[src/rtl/gftu_pkg.sv]
// Shared types and constants of the GF(256) table arithmetic unit.
package gftu_pkg;

   // Operation codes carried in the func field of a request.
   localparam logic [2:0] FUNC_ADD = 3'd0;
   localparam logic [2:0] FUNC_MUL = 3'd1;
   localparam logic [2:0] FUNC_EXP = 3'd2;
   localparam logic [2:0] FUNC_LOG = 3'd3;
   localparam logic [2:0] FUNC_INV = 3'd4;

   // QR code polynomial, loaded at reset.
   localparam logic [8:0] POLY_RESET = 9'h11D;
   // Order of the multiplicative group.
   localparam logic [8:0] GROUP_ORDER = 9'd255;
   // Table depth; the build walk is finished when the index reaches it.
   localparam logic [8:0] TABLE_DEPTH = 9'h100;
   // The last exp entry takes no part in filling the log table.
   localparam logic [7:0] LOG_STOP = 8'd255;

   typedef struct packed {
      logic [7:0] log_a;
      logic [7:0] log_b;
   } log_pair_type;

   typedef struct packed {
      logic [7:0] value;
      logic       zero_error;
   } result_type;

endpackage

[src/rtl/gftu_tables.sv]
// Exponent and logarithm tables of GF(256) with their build walk.
module gftu_tables (
   input  logic                   clock,
   input  logic                   reset,
   input  logic                   poly_write,
   input  logic [8:0]             poly_data,
   output logic                   busy,
   input  logic [7:0]             log_addr_a,
   input  logic [7:0]             log_addr_b,
   output gftu_pkg::log_pair_type log_rd,
   input  logic [7:0]             exp_addr,
   output logic [7:0]             exp_rd
);

   // Bit 8 of the polynomial has no effect: the reduction is applied
   // whenever bit 7 shifts out, so only the low byte is kept.
   logic [7:0]   poly_ff;
   logic [8:0]   build_index_ff;
   logic [7:0]   x_ff;
   logic [7:0]   x_in;
   logic [255:0] log_valid_ff;
   logic         log_write;

   logic [7:0]   exp_mem [256];
   logic [7:0]   log_mem [256];

   logic [7:0]   log_a_ff;
   logic [7:0]   log_b_ff;
   logic         log_a_valid_ff;
   logic         log_b_valid_ff;
   logic [7:0]   exp_ff;

   assign busy = (build_index_ff != gftu_pkg::TABLE_DEPTH);
   assign x_in = {x_ff[6:0], 1'b0} ^ ({8{x_ff[7]}} & poly_ff);
   // Zero never receives a log entry, so it keeps reading as zero.
   assign log_write = busy && (build_index_ff[7:0] != gftu_pkg::LOG_STOP)
                      && (x_ff != 8'd0);

   always_ff @(posedge clock) begin
      if (reset) begin
         poly_ff        <= gftu_pkg::POLY_RESET[7:0];
         build_index_ff <= 9'd0;
         x_ff           <= 8'd1;
         log_valid_ff   <= '0;
      end else if (poly_write) begin
         poly_ff        <= poly_data[7:0];
         build_index_ff <= 9'd0;
         x_ff           <= 8'd1;
         log_valid_ff   <= '0;
      end else if (busy) begin
         build_index_ff <= build_index_ff + 9'd1;
         x_ff           <= x_in;
         if (log_write) begin
            log_valid_ff[x_ff] <= 1'b1;
         end
      end
   end

   // Later walk steps overwrite earlier log entries for the same element.
   always_ff @(posedge clock) begin
      if (busy) begin
         exp_mem[build_index_ff[7:0]] <= x_ff;
      end
      if (log_write) begin
         log_mem[x_ff] <= build_index_ff[7:0];
      end
      log_a_ff       <= log_mem[log_addr_a];
      log_b_ff       <= log_mem[log_addr_b];
      log_a_valid_ff <= log_valid_ff[log_addr_a];
      log_b_valid_ff <= log_valid_ff[log_addr_b];
      exp_ff         <= exp_mem[exp_addr];
   end

   assign log_rd.log_a = log_a_valid_ff ? log_a_ff : 8'd0;
   assign log_rd.log_b = log_b_valid_ff ? log_b_ff : 8'd0;
   assign exp_rd       = exp_ff;

endmodule

[config.mk]
export PLATFORM = sky130hd
export DESIGN_NAME = gftu_tables
export DESIGN_NICKNAME = d
export VERILOG_FILES = /design/src/rtl/gftu_pkg.sv /design/src/rtl/gftu_tables.sv
export SDC_FILE = /design/constraint.sdc
export NUM_CORES = 2
export LEC_CHECK = 0
export BUFFER_PORTS_ARGS = -buffer_cell sky130_fd_sc_hd__buf_4
export CORE_ASPECT_RATIO = 0.75
export CORE_MARGIN = 4
export CORE_UTILIZATION = 50
export CTS_CLUSTER_DIAMETER = 100
export DETAILED_ROUTE_END_ITERATION = 10
export PLACE_DENSITY = 0.65
export SLEW_MARGIN = 20
export SYNTH_ARGS = -nofsm -noshare
export SYNTH_HDL_FRONTEND = slang
export SYNTH_SLANG_ARGS = --single-unit
export TNS_END_PERCENT = 5
[constraint.sdc]
create_clock -name clock -period 9.3 [get_ports clock]
set_input_delay 0.93 -clock clock [delete_from_list [all_inputs] [get_ports clock]]
set_output_delay 0.93 -clock clock [all_outputs]
set_load 0.05 [all_outputs]
Word level (Yosys, flattened, before mapping)
Memories as Yosys holds them, arrays and structs flattened. A register that Yosys moved wholly into a read port is not among the register bits.
Cells that the tools add are included.
{"block": "classes", "add_sub_neg": 1, "multipliers": 0, "n_div": 0, "magnitude_cmp": 4, "eq_ne": 2, "shift": 0, "muxes": 12, "bitwise": 3, "n_reduce_logical": 6}
{"cell": "$or A256 B256 Y256", "n": 1}
{"cell": "$lt A8 B9 Y1 const B", "n": 3}
{"cell": "$bmux W1 S8", "n": 2}
{"cell": "$mux W8", "n": 2}
{"cell": "$add A9 B1 Y9 const B", "n": 1}
{"cell": "$ne A9 B9 Y1 const B", "n": 1}
{"cell": "$and A8 B8 Y8", "n": 1}
{"cell": "$demux W1 S8", "n": 1}
{"cell": "$ge A8 B1 Y1 const B", "n": 1}
{"cell": "$ne A8 B8 Y1 const B", "n": 1}
{"cell": "$reduce_bool A8 Y1", "n": 1}
{"cell": "$xor A8 B8 Y8", "n": 1}
{"cell": "$mux W1", "n": 7}
{"cell": "$logic_and A1 B1 Y1", "n": 3}
{"cell": "$reduce_and A2 Y1", "n": 1}
{"cell": "$reduce_or A2 Y1", "n": 1}
{"block": "word_totals", "register_bits": 283, "latchBits": 0, "ram_bits": 4096, "mem_bits_ro": 0, "input_bits": 36, "out_inout_bits": 25, "mem_count": 2}
{"name": "exp_mem", "depth": 256, "word_bits": 8, "read_ports": 1, "rd_clocked_by_memory_dff": 1, "write_ports": 1, "line_no": "gftu_tables.sv:24", "source": "logic [7:0] exp_mem [256];"}
{"name": "log_mem", "depth": 256, "word_bits": 8, "read_ports": 2, "rd_clocked_by_memory_dff": 2, "write_ports": 1, "line_no": "gftu_tables.sv:25", "source": "logic [7:0] log_mem [256];"}

Longest topological paths before layout
{"block": "depth", "ltp_word": 5, "ltp_mapped": 12, "depth_no_buf": 7}

Worst setup path after synthesis
OpenSTA, ideal clock, no wires.
{"block": "synth_path", "path_kind": "reg-to-reg", "startpoint": "reg build_index_ff[0]", "endpoint": "mem log_mem[131][0], enable pin", "arrival_time_ns": 6.314, "t_required_ns": 8.902, "setup_slack_ns": 2.588, "path_stages_with_launch": 9, "n_path_buf": 2, "cell_sequence": "dfxtp_1 -> inv_1 -> ha_1 -> and4_1 -> buf_2 -> a311oi_2 -> buf_2 -> nand2_1 -> nor4_1"}
{"block": "synth_via", "elab_chain_cells": 5, "elab_cells_between_ends": 6, "classes_between": "2 x eq/ne; 2 x mux; 2 x reduce/logical"}
{"element": "start, declared", "line_no": "gftu_tables.sv:18", "source": "logic [8:0] build_index_ff;"}
{"element": "start signal, assigned", "line_no": "gftu_tables.sv:51", "source": "build_index_ff <= build_index_ff + 9'd1;"}
{"element": "$ne A9 B9 Y1 / $ne A8 B8 Y1 (equally long branches)", "line_no": "gftu_tables.sv:33, gftu_tables.sv:36"}
{"element": "$logic_and A1 B1 Y1 *", "line_no": "gftu_tables.sv:36", "source": "assign log_write = busy && (build_index_ff[7:0] != gftu_pkg::LOG_STOP)"}
{"element": "$logic_and A1 B1 Y1 *", "line_no": "gftu_tables.sv:37", "source": "&& (x_ff != 8'd0);"}
{"element": "$mux W1 *", "line_no": "gftu_tables.sv:64", "source": "if (log_write) begin"}
{"element": "$mux W1 (implied by the code) *", "line_no": "gftu_tables.sv:65", "source": "log_mem[x_ff] <= build_index_ff[7:0];"}
{"element": "end, declared", "line_no": "gftu_tables.sv:25"}
Mark *: on every way between the ends. The rest lies on a longest branch, timed or not.

Worst setup path in the final report
{"block": "layout_path", "startpoint": "reg build_index_ff[0]", "endpoint": "mem log_mem[225][5], enable pin"}
Same word-level chain as after synthesis.

==> flow_summary.html <==
<table>
<tr><th>Metric</th><th>Value</th></tr>
<tr><th colspan="2">Status</th></tr>
<tr><td>Outcome</td><td>finished, final reports clean</td></tr>
<tr><th colspan="2">Layout</th></tr>
<tr><td>Syn-to-layout area delta</td><td>10.0%</td></tr>
<tr><td>Highest-count cells in the layout ignoring fill and taps</td><td>sky130_fd_sc_hd__edfxtp_1 (4096), sky130_fd_sc_hd__mux4_2 (1462), sky130_fd_sc_hd__nor2_1 (528), sky130_fd_sc_hd__a22oi_1 (513), sky130_fd_sc_hd__clkbuf_16 (432)</td></tr>
<tr><td>Sequential cell area in the final layout</td><td>between 0.1 and 0.15 mm2</td></tr>
<tr><td>Final Cell Area</td><td>roughly 0.21 mm2</td></tr>
<tr><td>Multi-input combinational cell area</td><td>between 0.05 and 0.06 mm2</td></tr>
<tr><td>Final-layout fill cell count</td><td>around 28000</td></tr>
<tr><td>Layout cells sized above 1</td><td>between 20 and 30%</td></tr>
<tr><td>Most common library cell in the layout ignoring fill and taps</td><td>sky130_fd_sc_hd__edfxtp_1</td></tr>
<tr><td>Post-layout nets</td><td>between 9000 and 10000</td></tr>
<tr><th colspan="2">Floorplan</th></tr>
<tr><td>Chip width</td><td>716 um</td></tr>
<tr><td>Boundary pin count</td><td>a little over 60</td></tr>
<tr><td>Overall die height</td><td>between 500 and 600 um</td></tr>
<tr><td>Std cell rows</td><td>194</td></tr>
<tr><td>Initial standard-cell utilization of the core</td><td>between 50% and 60%</td></tr>
<tr><td>Die Area</td><td>0.386 mm2</td></tr>
<tr><td>Core area</td><td>0.373 mm2</td></tr>
<tr><th colspan="2">Routing</th></tr>
<tr><td>Number of DRC violations after detailed-routing iteration 0</td><td>roughly 16000</td></tr>
<tr><td>Final wirelength</td><td>536 mm</td></tr>
<tr><td>Via count</td><td>roughly 100k</td></tr>
<tr><td>Average vias per placed instance</td><td>6.87</td></tr>
<tr><td>Number of iterations in the first detailed-routing pass</td><td>6</td></tr>
<tr><td>Per-cell routed wire length</td><td>approximately 35 um</td></tr>
<tr><td>Antenna viol nets, final</td><td>0</td></tr>
<tr><td>Number of design rule violations left after detail routing</td><td>0</td></tr>
<tr><th colspan="2">Timing</th></tr>
<tr><td>Worst max-slew margin expressed relative to the limit</td><td>around 15%</td></tr>
<tr><td>Total negative setup slack</td><td>0 ps</td></tr>
<tr><td>Pins over their slew limit</td><td>0</td></tr>
<tr><td>Maximum clock rate</td><td>201 MHz</td></tr>
<tr><td>Slew @ Worst Pin</td><td>about 1300 ps</td></tr>
<tr><td>Hold violation total from the final report</td><td>0</td></tr>
<tr><td>Final Cycle Share</td><td>a little over half</td></tr>
<tr><td>Crit path time final</td><td>~5000 ps</td></tr>
<tr><td>Number of setup violations in the final report</td><td>0</td></tr>
<tr><td>Setup repair after global routing missed its margin</td><td>false</td></tr>
<tr><td>Clk_skew</td><td>117 ps</td></tr>
<tr><th colspan="2">Min path</th></tr>
<tr><td>Kind of path behind the tightest hold check</td><td>primary input to flip-flop</td></tr>
<tr><th colspan="2">Worst setup path</th></tr>
<tr><td>CP arrival</td><td>between 5000 and 6000 ps</td></tr>
<tr><td>Cell with the largest stage delay on the worst path</td><td>sky130_fd_sc_hd__nor2_1</td></tr>
<tr><td>CP Max Fanout</td><td>between 60 and 70</td></tr>
<tr><td>Critical Path Source Type</td><td>flip-flop</td></tr>
<tr><td>Slowest Stage Delay on Critical Path</td><td>roughly 1200 ps</td></tr>
<tr><td>List of cells traversed by the critical path</td><td>ha_1 -&gt; nand3_1 -&gt; buf_4 -&gt; nor2_1 -&gt; a311oi_4 -&gt; buf_4 -&gt; nand3_1 -&gt; nor2_1</td></tr>
<tr><td>Required @ worst endpoint</td><td>just under 10000 ps</td></tr>
<tr><td>Type of the setup path with the least slack</td><td>flip-flop to flip-flop</td></tr>
<tr><td>Largest delay contributor family on the critical path</td><td>simple AND/OR/NAND/NOR gates</td></tr>
<tr><td>Worst path bufs/invs</td><td>2</td></tr>
<tr><td>Kind of capture point of the worst setup path</td><td>flip-flop</td></tr>
<tr><th colspan="2">GRT</th></tr>
<tr><td>Met1 global-route usage</td><td>41.1%</td></tr>
<tr><td>Global Route Usage Sum</td><td>27.4%</td></tr>
<tr><td>Global-route wire length before repair</td><td>about 760 mm</td></tr>
<tr><td>Antenna violations before repair</td><td>22</td></tr>
<tr><td>Grt ovf</td><td>0</td></tr>
<tr><td>GR met2 Demand/Resource</td><td>about two fifths</td></tr>
<tr><td>Met3 usage</td><td>8.65%</td></tr>
<tr><td>Pin count of the biggest net entering global routing</td><td>209</td></tr>
<tr><td>Number of global-route vias before repair</td><td>just over 100k</td></tr>
<tr><td>GR peak layer</td><td>met1</td></tr>
<tr><th colspan="2">CTS</th></tr>
<tr><td>Post-cts sizing count</td><td>0</td></tr>
<tr><td>Clk_lat worst skew</td><td>1030 ps</td></tr>
<tr><td>Clk root buf</td><td>sky130_fd_sc_hd__clkbuf_16</td></tr>
<tr><td>Clock tree sinks</td><td>about 4400</td></tr>
<tr><td>Clk pin slew, worst setup/hold paths</td><td>about 60 ps</td></tr>
<tr><td>Hold-fix buffers, CTS</td><td>0</td></tr>
<tr><td>Setup repair bufs after CTS</td><td>0</td></tr>
<tr><td>Level count of the clock H-tree</td><td>5</td></tr>
<tr><td>Clock tree from TritonCTS</td><td>yes</td></tr>
<tr><td>CTS Buffer Depth</td><td>4</td></tr>
<tr><td>Number of buffers added by the clock tree synthesis step</td><td>426</td></tr>
<tr><th colspan="2">Placed design</th></tr>
<tr><td>Count of input and output buffers</td><td>59</td></tr>
<tr><td>HPWL Detailed</td><td>approximately 330 mm</td></tr>
<tr><td>Instance area after placement</td><td>around 0.19 mm2</td></tr>
<tr><td>Final Wtd Congestion</td><td>~0.9</td></tr>
<tr><th colspan="2">Synthesis</th></tr>
<tr><td>Number of synthesized flops with an enable pin</td><td>slightly above 4000</td></tr>
<tr><td>Synthesized area per cell</td><td>roughly 19 um2</td></tr>
<tr><td>Predominant post-synthesis flop cell</td><td>sky130_fd_sc_hd__edfxtp_1</td></tr>
<tr><td>Sequential fraction of the synthesis area</td><td>around 69%</td></tr>
<tr><td>Number of distinct standard cells referenced by the synthesized netlist</td><td>slightly above 90</td></tr>
<tr><td>Number of warning messages in the yosys log</td><td>0</td></tr>
<tr><td>Number of standard cells after synthesis</td><td>a little under 10000</td></tr>
<tr><td>Proportion of synthesized flip-flops having asynchronous set or reset</td><td>0%</td></tr>
<tr><td>Combined area of all synthesized cells</td><td>~0.19 mm2</td></tr>
<tr><td>Number of register bits inferred by synthesis</td><td>between 4000 and 5000</td></tr>
<tr><th colspan="2">Pwr</th></tr>
<tr><td>Ratio of total power to cell area</td><td>between 150 and 200 mW/mm2</td></tr>
<tr><td>Lkg Pwr</td><td>64.1 nW</td></tr>
<tr><td>Worst vdd ir</td><td>between 0.15 and 0.2 mV</td></tr>
<tr><th colspan="2">Run</th></tr>
<tr><td>Max-cap violations</td><td>0</td></tr>
</table>
final timing paths:
check | startpoint | to | slack (ps) | cells past startpoint
setup / recovery | build_index_ff[0]$_SDFFE_PP0N_ | log_mem[225][5]$_DFFE_PP_ | 4320 | 8
hold reg to reg | log_valid_ff[107]$_SDFFE_PP0P_ | log_valid_ff[107]$_SDFFE_PP0P_ | 480 | 1
hold / removal | poly_data[3] | poly_ff[3]$_SDFFE_PP1P_ | 210 | 2
setup reg to reg | build_index_ff[0]$_SDFFE_PP0N_ | log_mem[225][5]$_DFFE_PP_ | 4320 | 8
registers in the layout (all words and copies together) (netlist names):
| name | flops |
|---|---|
| x_ff | 8 |
| log_a_valid_ff | 1 |
| log_mem | 2048 |
| exp_rd | 8 |
| log_b_ff | 8 |
| log_b_valid_ff | 1 |
| exp_mem | 2048 |
| log_valid_ff | 256 |
| log_a_ff | 8 |
| poly_ff | 8 |
| build_index_ff | 9 |
report_power, final:
group          switching (W)  internal (W)  total, W
Clock                0.00757       0.00987    0.0174
Sequential         0.0000429        0.0214    0.0215
Combinational        0.00151      0.000827   0.00234
Total                0.00912        0.0321    0.0412
cells in the mapped netlist, types with 75 or more instances:
cell type                  count  area, um2
sky130_fd_sc_hd__buf_2       203       1020
sky130_fd_sc_hd__mux2i_1     402       4020
sky130_fd_sc_hd__mux4_2     1462      32900
sky130_fd_sc_hd__nand2_1     169        634
sky130_fd_sc_hd__dfxtp_1     307       6150
sky130_fd_sc_hd__buf_4        75        563
sky130_fd_sc_hd__a22oi_1     513       3850
sky130_fd_sc_hd__buf_6        91       1020
sky130_fd_sc_hd__o22ai_1      89        557
sky130_fd_sc_hd__o21a_1      259       1940
sky130_fd_sc_hd__a21oi_1     274       1370
sky130_fd_sc_hd__clkbuf_1    290       1090
sky130_fd_sc_hd__o221ai_1     87        762
sky130_fd_sc_hd__edfxtp_1   4096     123000
sky130_fd_sc_hd__nor2_1      567       2130
kinds of logic after synthesis:
kind of cell	share of synthesized area [%]
other	0.00199
buffers and inverters	2.49
AO/OA/AOI/OAI	6.22
XOR/XNOR	0.0606
multiplexers	19.8
adder cells (fa/ha/maj)	0.0266
AND/OR/NAND/NOR	2.75
flip-flops	68.7
per-stage QoR:
step / util (%) / total power [W] / instances / hold WS (ps) / setup WS [ps]
global route: 55.4 / 0.0424 / 15200 / 154 / 4100
global placement: 51.6 / 0.0242 / 14400 / 457 / 3340
finish: 55.4 / 0.0412 / 15200 / 206 / 4320
detailed placement: 51.6 / 0.0242 / 14400 / 469 / 3360
floorplan: - / 0.0234 / 9810 / 443 / 2590
CTS: 55.3 / 0.0414 / 15200 / 121 / 4280
routing by layer:
metal / routed length, um / up-vias
met2: 234000 / 6424
met1: 213000 / 55400
met5: 176 / -
met4: 16800 / 20
li1: - / 41400
met3: 71400 / 960
worst reg2reg max path, stage by stage (launching register included):
cell and delay [ps]:
sky130_fd_sc_hd__dfxtp_4 530, sky130_fd_sc_hd__ha_1 430, sky130_fd_sc_hd__nand3_1 120, sky130_fd_sc_hd__buf_4 450
sky130_fd_sc_hd__nor2_1 310, sky130_fd_sc_hd__a311oi_4 310, sky130_fd_sc_hd__buf_4 370, sky130_fd_sc_hd__nand3_1 880
sky130_fd_sc_hd__nor2_1 1210
cell type report:
class,count,share of cell area [%]
well taps,4998,3.02
clock buffers,565,5.55
flip-flops and latches,4403,62.5
inverters,10,0.0182
repair buffers,308,1.32
multi-input cells,4654,26.4
diodes,10,0.0121
clock inverters,225,1.18
Note: power is estimated with default switching activity, not from simulation.
